## config.mk

```make
export PLATFORM = sky130hd
export DESIGN_NAME = expiring_key_set_core
export DESIGN_NICKNAME = d
export VERILOG_FILES = /design/src/design/eks_pkg.sv /design/src/design/eks_ctrl.sv /design/src/design/eks_dp.sv /design/src/design/expiring_key_set_core.sv
export SDC_FILE = /design/constraint.sdc
export NUM_CORES = 1
export LEC_CHECK = 0
export BUFFER_PORTS_ARGS = -buffer_cell sky130_fd_sc_hd__buf_2
export CORE_ASPECT_RATIO = 0.75
export CORE_MARGIN = 10
export CORE_UTILIZATION = 30
export CTS_CLUSTER_SIZE = 28
export DETAILED_ROUTE_END_ITERATION = 6
export PLACE_DENSITY = 0.52
export SLEW_MARGIN = 10
export SYNTH_ARGS = -nofsm -noshare
export SYNTH_HDL_FRONTEND = slang
export SYNTH_HIERARCHICAL = 1
export SYNTH_SLANG_ARGS = --single-unit
```

## constraint.sdc

```tcl
create_clock -name clk -period 18.95 [get_ports clk]
set_input_delay 1.895 -clock clk [delete_from_list [all_inputs] [get_ports clk]]
set_output_delay 1.895 -clock clk [all_outputs]
set_load 0.03 [all_outputs]
```

## src/design/eks_pkg.sv

```systemverilog
// Shared types, codes and defaults for the expiring key set.
package eks_pkg;

  localparam int DEF_CAPACITY = 16;
  localparam int DEF_KEY_BITS = 32;

  localparam int KEY_W  = 32;
  localparam int TIME_W = 48;
  localparam int RET_W  = 32;
  localparam int OCC_W  = 5;

  localparam logic [RET_W-1:0] RET_RESET = 32'd1000;

  localparam logic FUNC_ADD    = 1'b0;
  localparam logic FUNC_LOOKUP = 1'b1;

  typedef struct packed {
    logic              func;
    logic [KEY_W-1:0]  key;
    logic [TIME_W-1:0] now_time;
  } eks_req_t;

  typedef struct packed {
    logic             hit;
    logic [OCC_W-1:0] occupancy;
  } eks_rsp_t;

  typedef enum logic [1:0] {
    ST_IDLE,
    ST_SCAN,
    ST_UPDATE
  } eks_state_t;

  typedef struct packed {
    logic start;
    logic scan;
    logic update;
  } eks_cmd_t;

  typedef struct packed {
    logic scan_done;
    logic out_free;
  } eks_sts_t;

endpackage

```

## src/design/eks_ctrl.sv

```systemverilog
// Controller state machine: accept, scan and compact, then update and report.
module eks_ctrl
  import eks_pkg::*;
(
  input  logic     clk,
  input  logic     rst,
  input  logic     in_valid,
  output logic     in_ready,
  input  eks_sts_t sts,
  output eks_cmd_t cmd
);

  eks_state_t state, state_next;

  always_ff @(posedge clk) begin
    if (rst) begin
      state <= ST_IDLE;
    end else begin
      state <= state_next;
    end
  end

  always_comb begin
    state_next = state;
    unique case (state)
      ST_IDLE: begin
        if (in_valid) state_next = ST_SCAN;
      end
      ST_SCAN: begin
        if (sts.scan_done) state_next = ST_UPDATE;
      end
      ST_UPDATE: begin
        if (sts.out_free) state_next = ST_IDLE;
      end
      default: state_next = ST_IDLE;
    endcase
  end

  // No request beat is taken while reset is held.
  always_comb begin
    cmd      = '0;
    in_ready = 1'b0;
    unique case (state)
      ST_IDLE: begin
        in_ready  = !rst;
        cmd.start = in_valid && !rst;
      end
      ST_SCAN: begin
        cmd.scan = 1'b1;
      end
      ST_UPDATE: begin
        cmd.update = sts.out_free;
      end
      default: begin
        cmd = '0;
      end
    endcase
  end

endmodule

```

## src/design/eks_dp.sv

```systemverilog
// Datapath: entry memories, scan and compaction counters, update and output register.
module eks_dp
  import eks_pkg::*;
#(
  parameter int CAPACITY = DEF_CAPACITY,
  parameter int KEY_BITS = DEF_KEY_BITS
) (
  input  logic             clk,
  input  logic             rst,
  input  eks_req_t         in_data,
  input  logic             cfg_valid,
  input  logic [RET_W-1:0] cfg_data,
  input  eks_cmd_t         cmd,
  output eks_sts_t         sts,
  output logic             out_valid,
  input  logic             out_ready,
  output eks_rsp_t         out_data
);

  localparam int ADDR_W = $clog2(CAPACITY);
  localparam int CNT_W  = $clog2(CAPACITY + 1);
  localparam int SUM_W  = CNT_W + 1;

  // Entries live in a ring: logical entry i sits at slot head + i, wrapped.
  logic [KEY_BITS-1:0] key_mem  [CAPACITY];
  logic [TIME_W-1:0]   mark_mem [CAPACITY];

  logic [RET_W-1:0]    retention;
  logic                req_func;
  logic [KEY_BITS-1:0] req_key;
  logic [TIME_W-1:0]   req_now;
  logic [KEY_BITS-1:0] in_key;

  logic [ADDR_W-1:0]   head, head_next;
  logic [CNT_W-1:0]    count, count_next;
  logic [CNT_W-1:0]    rd_idx;
  logic [CNT_W-1:0]    wr_idx;
  logic                rd_pend;
  logic                found;
  logic [ADDR_W-1:0]   pos;

  logic [KEY_BITS-1:0] rd_key;
  logic [TIME_W-1:0]   rd_mark;

  logic                scan_issue;
  logic [TIME_W-1:0]   age;
  logic                gone;
  logic                keep;
  logic                is_match;
  logic                do_refresh;
  logic                do_append;
  logic                full_append;

  logic [CNT_W-1:0]    wr_lidx;
  logic [ADDR_W-1:0]   rd_addr;
  logic [ADDR_W-1:0]   wr_addr;
  logic                key_we;
  logic                mark_we;
  logic [KEY_BITS-1:0] wr_key;
  logic [TIME_W-1:0]   wr_mark;

  function automatic logic [ADDR_W-1:0] ring_slot(input logic [ADDR_W-1:0] base,
                                                   input logic [CNT_W-1:0]  idx);
    logic [SUM_W-1:0] sum;
    sum = SUM_W'(base) + SUM_W'(idx);
    if (sum >= SUM_W'(CAPACITY)) begin
      sum = sum - SUM_W'(CAPACITY);
    end
    return sum[ADDR_W-1:0];
  endfunction

  generate
    if (KEY_BITS <= KEY_W) begin : g_key_narrow
      assign in_key = in_data.key[KEY_BITS-1:0];
    end else begin : g_key_wide
      assign in_key = {{(KEY_BITS - KEY_W){1'b0}}, in_data.key};
    end
  endgenerate

  always_ff @(posedge clk) begin
    if (rst) begin
      retention <= RET_RESET;
    end else if (cfg_valid) begin
      retention <= cfg_data;
    end
  end

  always_ff @(posedge clk) begin
    if (cmd.start) begin
      req_func <= in_data.func;
      req_key  <= in_key;
      req_now  <= in_data.now_time;
    end
  end

  // Scan: one read a cycle; the read data is registered, and survivors
  // are written back at the compaction pointer.
  assign scan_issue = cmd.scan && (rd_idx != count);
  assign age        = req_now - rd_mark;
  assign gone       = (req_now >= rd_mark) && (age >= TIME_W'(retention));
  assign keep       = rd_pend && !gone;
  assign is_match   = keep && (rd_key == req_key);

  assign do_refresh  = cmd.update && (req_func == FUNC_ADD) && found;
  assign do_append   = cmd.update && (req_func == FUNC_ADD) && !found;
  assign full_append = do_append && (wr_idx == CNT_W'(CAPACITY));

  always_comb begin
    count_next = count;
    head_next  = head;
    if (cmd.update) begin
      count_next = wr_idx;
      if (do_append && !full_append) begin
        count_next = wr_idx + CNT_W'(1);
      end
      if (full_append) begin
        // The oldest entry's slot takes the new key and the ring moves on.
        head_next = (head == ADDR_W'(CAPACITY - 1)) ? '0 : head + ADDR_W'(1);
      end
    end
  end

  assign wr_lidx = do_refresh ? CNT_W'(pos) : wr_idx;
  assign rd_addr = ring_slot(head, rd_idx);
  assign wr_addr = ring_slot(head, wr_lidx);
  assign key_we  = keep || do_append;
  assign mark_we = keep || do_append || do_refresh;
  assign wr_key  = keep ? rd_key : req_key;
  assign wr_mark = keep ? rd_mark : req_now;

  always_ff @(posedge clk) begin
    if (scan_issue) begin
      rd_key  <= key_mem[rd_addr];
      rd_mark <= mark_mem[rd_addr];
    end
    if (key_we) begin
      key_mem[wr_addr] <= wr_key;
    end
    if (mark_we) begin
      mark_mem[wr_addr] <= wr_mark;
    end
  end

  always_ff @(posedge clk) begin
    if (rst) begin
      head    <= '0;
      count   <= '0;
      rd_idx  <= '0;
      wr_idx  <= '0;
      rd_pend <= 1'b0;
      found   <= 1'b0;
    end else begin
      head    <= head_next;
      count   <= count_next;
      rd_pend <= scan_issue;
      if (cmd.start) begin
        rd_idx <= '0;
        wr_idx <= '0;
        found  <= 1'b0;
      end else begin
        if (scan_issue) begin
          rd_idx <= rd_idx + CNT_W'(1);
        end
        if (keep) begin
          wr_idx <= wr_idx + CNT_W'(1);
        end
        if (is_match && !found) begin
          found <= 1'b1;
        end
      end
    end
  end

  always_ff @(posedge clk) begin
    if (is_match && !found) begin
      pos <= wr_idx[ADDR_W-1:0];
    end
  end

  always_ff @(posedge clk) begin
    if (rst) begin
      out_valid <= 1'b0;
    end else if (cmd.update) begin
      out_valid <= 1'b1;
    end else if (out_ready) begin
      out_valid <= 1'b0;
    end
  end

  always_ff @(posedge clk) begin
    if (cmd.update) begin
      out_data.hit       <= found;
      out_data.occupancy <= OCC_W'(count_next);
    end
  end

  // The scan is over once every live entry has been read; the last read's
  // data is still handled in this cycle.
  assign sts.scan_done = (rd_idx == count);
  assign sts.out_free  = !out_valid || out_ready;

endmodule

```

## src/design/expiring_key_set_core.sv

```systemverilog
// Top level of the expiring key set: controller and datapath.
// A set of up to CAPACITY keys with mark times, kept oldest first in a ring held in
// single-port-read memories. Each request beat first sweeps the live entries one per
// cycle, dropping those whose age has reached the retention time and compacting the
// rest, while looking for the key; an add then refreshes the mark time in place or
// appends the key, evicting the oldest entry when the set is full. One request is
// handled at a time. The result sits in an output register, so a waiting result does
// not hold up the next request until that request reaches its update. The retention
// time is written on the configuration channel, which is ready whenever reset is low;
// the user must write it only while no request is in flight, as the block itself does
// not enforce this.
module expiring_key_set_core
  import eks_pkg::*;
#(
  parameter int CAPACITY = DEF_CAPACITY,
  parameter int KEY_BITS = DEF_KEY_BITS
) (
  input  logic             clk,
  input  logic             rst,
  input  logic             in_valid,
  output logic             in_ready,
  input  eks_req_t         in_data,
  output logic             out_valid,
  input  logic             out_ready,
  output eks_rsp_t         out_data,
  input  logic             cfg_valid,
  output logic             cfg_ready,
  input  logic [RET_W-1:0] cfg_data
);

  eks_cmd_t cmd;
  eks_sts_t sts;

  assign cfg_ready = !rst;

  eks_ctrl u_ctrl (
    .clk      (clk),
    .rst      (rst),
    .in_valid (in_valid),
    .in_ready (in_ready),
    .sts      (sts),
    .cmd      (cmd)
  );

  eks_dp #(
    .CAPACITY (CAPACITY),
    .KEY_BITS (KEY_BITS)
  ) u_dp (
    .clk       (clk),
    .rst       (rst),
    .in_data   (in_data),
    .cfg_valid (cfg_valid),
    .cfg_data  (cfg_data),
    .cmd       (cmd),
    .sts       (sts),
    .out_valid (out_valid),
    .out_ready (out_ready),
    .out_data  (out_data)
  );

endmodule
```

==> reports/metrics.sh <==
DETAIL_ROUTE.WIRELENGTH_UM=158300
CTSRESIZECOUNT=0
TIMING.CRITICAL_PATH.TO_TYPE='flop'
HTREE_NUM_LEVELS=4
WORSTHOLDENDPOINT='u_dp/retention[25]'
TIMING.REG2REG.SETUP_SLACK_NS=10.98
REPORT.FINAL.HOLD_VIOL_COUNT=0
PLACE_CONGESTION=0.8623
LAYOUT.AREA.SEQ_MM2=0.04469
START_KIND='flop'
PLACE.DETAILED.INSTANCES=6311
CTS.SINKS=1507
REPORT.FINAL.SLEW_VIOL_COUNT=0
TIMING.CRITICAL_PATH.ARRIVAL_NS=8.36
LAYOUT-DRIVE-GT1-SHARE=0.2285
PATH_CELLS='ha_1 -> fa_1 -> nand2b_1 -> a21oi_1 -> o21ai_1 -> a2111oi_2 -> nor3_1 -> xnor2_1 -> ha_1 -> a21o_1 -> a21o_1 -> a221oi_1 -> o21ai_0 -> a211o_1 -> a2111oi_0 -> nand4_1 -> nor4b_4 -> a22oi_2 -> buf_4 -> buf_4 -> a21oi_4 -> buf_4'
DRV_CAP=0
TIMING.RR.START='u_dp/rd_mark[0]'
GRT_MAX_DEGREE=113
DRT-PASS1-ITER-COUNT=7
CRITICAL_PATH.TOP_DELAY_FAMILY='compound AO/OA/AOI/OAI gates'
SLEW-LIMIT-HEADROOM=0.1804
SLOWEST_STAGE='sky130_fd_sc_hd__buf_4'
CORE_AREA_MM2=0.2058
FLOORPLAN.INITIALDENSITY=0.3021
POST-ROUTE-DRC-COUNT=9
YS_ASYNC_SR_FRACTION=0
CRIT_CELLS=22
SYNTH_COMPOUND_GATE_AREA_SHARE=0.03696
DRT-INITIAL-DRC-COUNT=2941
GLOBALROUTEOVERFLOWTOTAL=0
POWER_uW=7617
CLK_TRANSITION_REPORTED_PATHS_NS=0.06
GLOBAL_ROUTE.USAGE.TOTAL=0.1352
FILLERS=19550
CP_COMMON_CELL='sky130_fd_sc_hd__buf_4'
ACHIEVABLE-FREQUENCY_MHz=125.5
DIE_HEIGHT_UM=414.2
SYNTH_FA_HA_AREA_FRAC=0.01908
DIE_OUTLINE_WIDTH_UM=545.6
WORST-R2R-CELL-COUNT=22
SYNTH-EDFF-COUNT=1451
GRT_SETUP_UNREPAIRED='false'
ANTENNA_FOUND_INITIAL=4
GRT_FIRST_PASS_WIRELENGTH_UM=231200
WORST_IR_DROP_ON_VDD_mV=0.06857
GRT_PASS1_VIAS=32600
SYNTH_XOR_AREA_FRAC=0.01254
HOLDBUFCOUNTCTS=0
POST-CTS-SETUP-BUFFERS=0
FLOP_AND_LATCH_COUNT_OUT_OF_SYNTHESIS=1507
SYN2LAYOUT_AREA_GROWTH_PCT=14.94
WORST_CASE_CLOCK_SKEW_NS=0.04735
POWER.DENSITY_CELL_AREA_mW_PER_MM2=106.6
POWER_LEAKAGE_uW=0.02341
TIMING.HOLD.WORST.CLASS='flop to flop'
CRITPATHKIND='flop to flop'
UTILIZATION=0.3472
NETLIST_AREA_MM2=0.06216
SETUP-VIOLATIONS-FINAL=0
CTS_TREE='done'
MULTI_INPUT_COMB_AREA_MM2=0.01677
YOSYS_MOST_USED_DFF='sky130_fd_sc_hd__edfxtp_1'
TIMING.CRITICAL_PATH.SLOWEST_CELL_DELAY_NS=0.81
CTS_MADE_BUFFERS=157
PATH_MAX_FANOUT=53
DETAIL_ROUTE.VIAS_PER_CELL=4.926
CLK_ROOT_BUFFER_CELL='sky130_fd_sc_hd__clkbuf_16'
YOSYS.AREA_SHARE.SIMPLE=0.05495
LAYOUT_MIN_CYCLE_TIME_NS=7.969
SYN-NUM-NETS=3739
YOSYSWARNINGCOUNT=6
FAILED_CHECKS='DRC'
SYN_AREA_CELL_UM2=17.62
RUN_STATUS='complete, but fails checks'
DPL-INSTANCE-AREA_MM2=0.06644
SYNTH.AREA.MUX_SHARE=0.1391
FIN_CELLS=6592
IO_PINS=127
PORTBUFFERS=126
MAX_SLEW.WORST_PIN.SLEW_NS=1.218
ROUTED-VIA-COUNT=32480
WORSTSKEWPAIRLATENCY_NS=0.80
TOTAL_NEGATIVE_SLACK_FOR_SETUP_CHECKS_NS=0
NETS=3907
DETAIL_ROUTE.WL_PER_CELL_UM=24.02
ROUTE.ANTENNA.REMAINING_NETS=0
CRITICAL_HOLD_PATH_STARTPOINT='u_dp/retention[25]'
FIN_AREA_MM2=0.07144
HOLD_PATH_DEPTH=2
CRITICAL_PATH_BUF_INV_COUNT=3
REGTOREGENDPOINT='u_dp/mark_mem[9][11]'
ROW_COUNT=144
DIE_AREA_MM2=0.2260
FINAL_PERIOD_UTIL=0.4205
MAIN_COMBINATIONAL_CELL_FAMILY_BY_AREA_AFTER_SYNTHESIS='multiplexers'
SEQ_AREA_FRAC_SYNTH=0.7190
CTSLONGESTPATHBUFFERS=3
WORSTPATHREQUIRED_NS=19.34
YOSYSUNIQUECELLTYPES=76
SYNTHESIS.INSTANCES=3528
DETAILEDPLACEMENTHPWL_UM=90580
## flip-flops by register name, indices dropped and copies added, names as in the netlist, 2 cells and up
| signal | cells |
|---|---|
| u_dp/count | 5 |
| u_dp/rd_key | 32 |
| u_ctrl/state | 2 |
| u_dp/pos | 4 |
| u_dp/wr_idx | 5 |
| u_dp/head | 4 |
| u_dp/mark_mem | 768 |
| u_dp/retention | 32 |
| u_dp/req_key | 32 |
| u_dp/req_now | 48 |
| u_dp/rd_idx | 5 |
| u_dp/rd_mark | 48 |
| u_dp/key_mem | 512 |
| u_dp/out_data | 6 |
## cells by family (layout without fill, tap and decap cells)
kind of cell | Yosys count | after routing
AND/OR/NAND/NOR | 758 | 758
adder cells (fa/ha/maj) | 93 | 93
AO/OA/AOI/OAI | 364 | 364
XOR/XNOR | 89 | 89
other | 0 | 2
buffers and inverters | 280 | 568
flip-flops | 1507 | 1507
multiplexers | 437 | 437
## metal layers
metal,global-route usage,wire (um)
met1,0.1979,74090
met2,0.2114,73080
met4,0.03363,3381
met5,0,0
met3,0.01969,7762
## worst max-delay path by stage
stage / from / to / slack, ns
2_1_floorplan: u_dp/rd_mark[0] / u_dp/mark_mem[10][0] / 11.27
3_3_place_gp: u_dp/req_now[0] / u_dp/mark_mem[11][19] / 11.23
3_5_place_dp: u_dp/rd_mark[0] / u_dp/mark_mem[10][13] / 11.08
4_1_cts: u_dp/rd_mark[0] / u_dp/mark_mem[10][15] / 11.01
5_1_grt: u_dp/req_now[0] / u_dp/mark_mem[11][11] / 10.63
6_report: u_dp/rd_mark[0] / u_dp/mark_mem[9][11] / 10.98
## worst register-to-register path: stages, from the launching register on
cell and delay (ns):
sky130_fd_sc_hd__edfxtp_1 0.40, sky130_fd_sc_hd__ha_1 0.23, sky130_fd_sc_hd__fa_1 0.40, sky130_fd_sc_hd__nand2b_1 0.18
sky130_fd_sc_hd__a21oi_1 0.36, sky130_fd_sc_hd__o21ai_1 0.24, sky130_fd_sc_hd__a2111oi_2 0.61, sky130_fd_sc_hd__nor3_1 0.21
sky130_fd_sc_hd__xnor2_1 0.18, sky130_fd_sc_hd__ha_1 0.20, sky130_fd_sc_hd__a21o_1 0.15, sky130_fd_sc_hd__a21o_1 0.17
sky130_fd_sc_hd__a221oi_1 0.25, sky130_fd_sc_hd__o21ai_0 0.14, sky130_fd_sc_hd__a211o_1 0.35, sky130_fd_sc_hd__a2111oi_0 0.36
sky130_fd_sc_hd__nand4_1 0.22, sky130_fd_sc_hd__nor4b_4 0.67, sky130_fd_sc_hd__a22oi_2 0.12, sky130_fd_sc_hd__buf_4 0.41
sky130_fd_sc_hd__buf_4 0.62, sky130_fd_sc_hd__a21oi_4 0.25, sky130_fd_sc_hd__buf_4 0.81
## where the power goes
group	leakage [uW]	internal, uW	total [uW]	switching [uW]
Combinational	0.00747	307	787	480
Clock	0.00241	1700	3010	1320
Sequential	0.0135	3780	3820	39.6
Total	0.0234	5780	7620	1840
## metrics by stage
step	setup slack [ns]	hold slack [ns]
2_1_floorplan	11.27	0.4064
3_3_place_gp	11.23	0.4770
6_report	10.98	0.4906
4_1_cts	11.01	0.4959
3_5_place_dp	11.08	0.4823
5_1_grt	10.63	0.5161
## cell usage after synthesis, types with 8 or more instances
master | count | share of area
sky130_fd_sc_hd__edfxtp_1 | 1451 | 0.70
sky130_fd_sc_hd__nand2_1 | 427 | 0.026
sky130_fd_sc_hd__mux4_2 | 320 | 0.12
sky130_fd_sc_hd__a21oi_1 | 115 | 0.0093
sky130_fd_sc_hd__clkbuf_1 | 108 | 0.0065
sky130_fd_sc_hd__nor2_1 | 107 | 0.0065
sky130_fd_sc_hd__inv_1 | 102 | 0.0062
sky130_fd_sc_hd__a31oi_1 | 90 | 0.0091
sky130_fd_sc_hd__ha_1 | 90 | 0.018
sky130_fd_sc_hd__and3_1 | 85 | 0.0086
sky130_fd_sc_hd__xor2_1 | 57 | 0.0080
sky130_fd_sc_hd__dfxtp_1 | 56 | 0.018
sky130_fd_sc_hd__o21ai_0 | 48 | 0.0039
sky130_fd_sc_hd__buf_1 | 44 | 0.0027
sky130_fd_sc_hd__mux2_4 | 43 | 0.010
sky130_fd_sc_hd__mux2_2 | 41 | 0.0074
sky130_fd_sc_hd__nand4_1 | 39 | 0.0039
sky130_fd_sc_hd__mux2i_1 | 33 | 0.0053
sky130_fd_sc_hd__xnor2_1 | 32 | 0.0045
sky130_fd_sc_hd__nand3_1 | 22 | 0.0018
sky130_fd_sc_hd__a21o_1 | 20 | 0.0024
sky130_fd_sc_hd__buf_2 | 16 | 0.0013
sky130_fd_sc_hd__nor4_1 | 16 | 0.0016
sky130_fd_sc_hd__o211ai_1 | 16 | 0.0019
sky130_fd_sc_hd__nor3_1 | 14 | 0.0011
sky130_fd_sc_hd__buf_6 | 9 | 0.0016
sky130_fd_sc_hd__nand2b_1 | 9 | 0.00091
sky130_fd_sc_hd__o21ai_1 | 9 | 0.00072
sky130_fd_sc_hd__and2_1 | 8 | 0.00081
sky130_fd_sc_hd__nor2b_1 | 8 | 0.00081
## area by class of cell
| type | count | share of cell area |
|---|---|---|
| Sequential cell | 1507 | 0.6256 |
| Multi-Input combinational cell | 1741 | 0.2347 |
| Clock buffer | 190 | 0.05702 |
| Tap cell | 2774 | 0.04858 |
| Timing Repair Buffer | 187 | 0.01576 |
| Clock inverter | 89 | 0.01298 |
| Inverter | 102 | 0.005359 |
| Antenna cell | 2 | 0.00007005 |
## placed cells by master (no fill, tap or decap), drive strengths merged, types with 7 or more instances in the layout
master	count
a211oi	10
a21o	20
a21oi	120
a31oi	91
and2	8
and3	85
buf	187
bufinv	11
clkbuf	190
clkinv	63
clkinvlp	8
dfxtp	56
edfxtp	1451
ha	90
inv	109
mux2	84
mux2i	33
mux4	320
nand2	427
nand2b	9
nand3	22
nand4	39
nor2	107
nor2b	8
nor3	14
nor4	17
o211ai	16
o21a	7
o21ai	58
xnor2	32
xor2	57
Note: power is estimated with default switching activity, not from simulation.
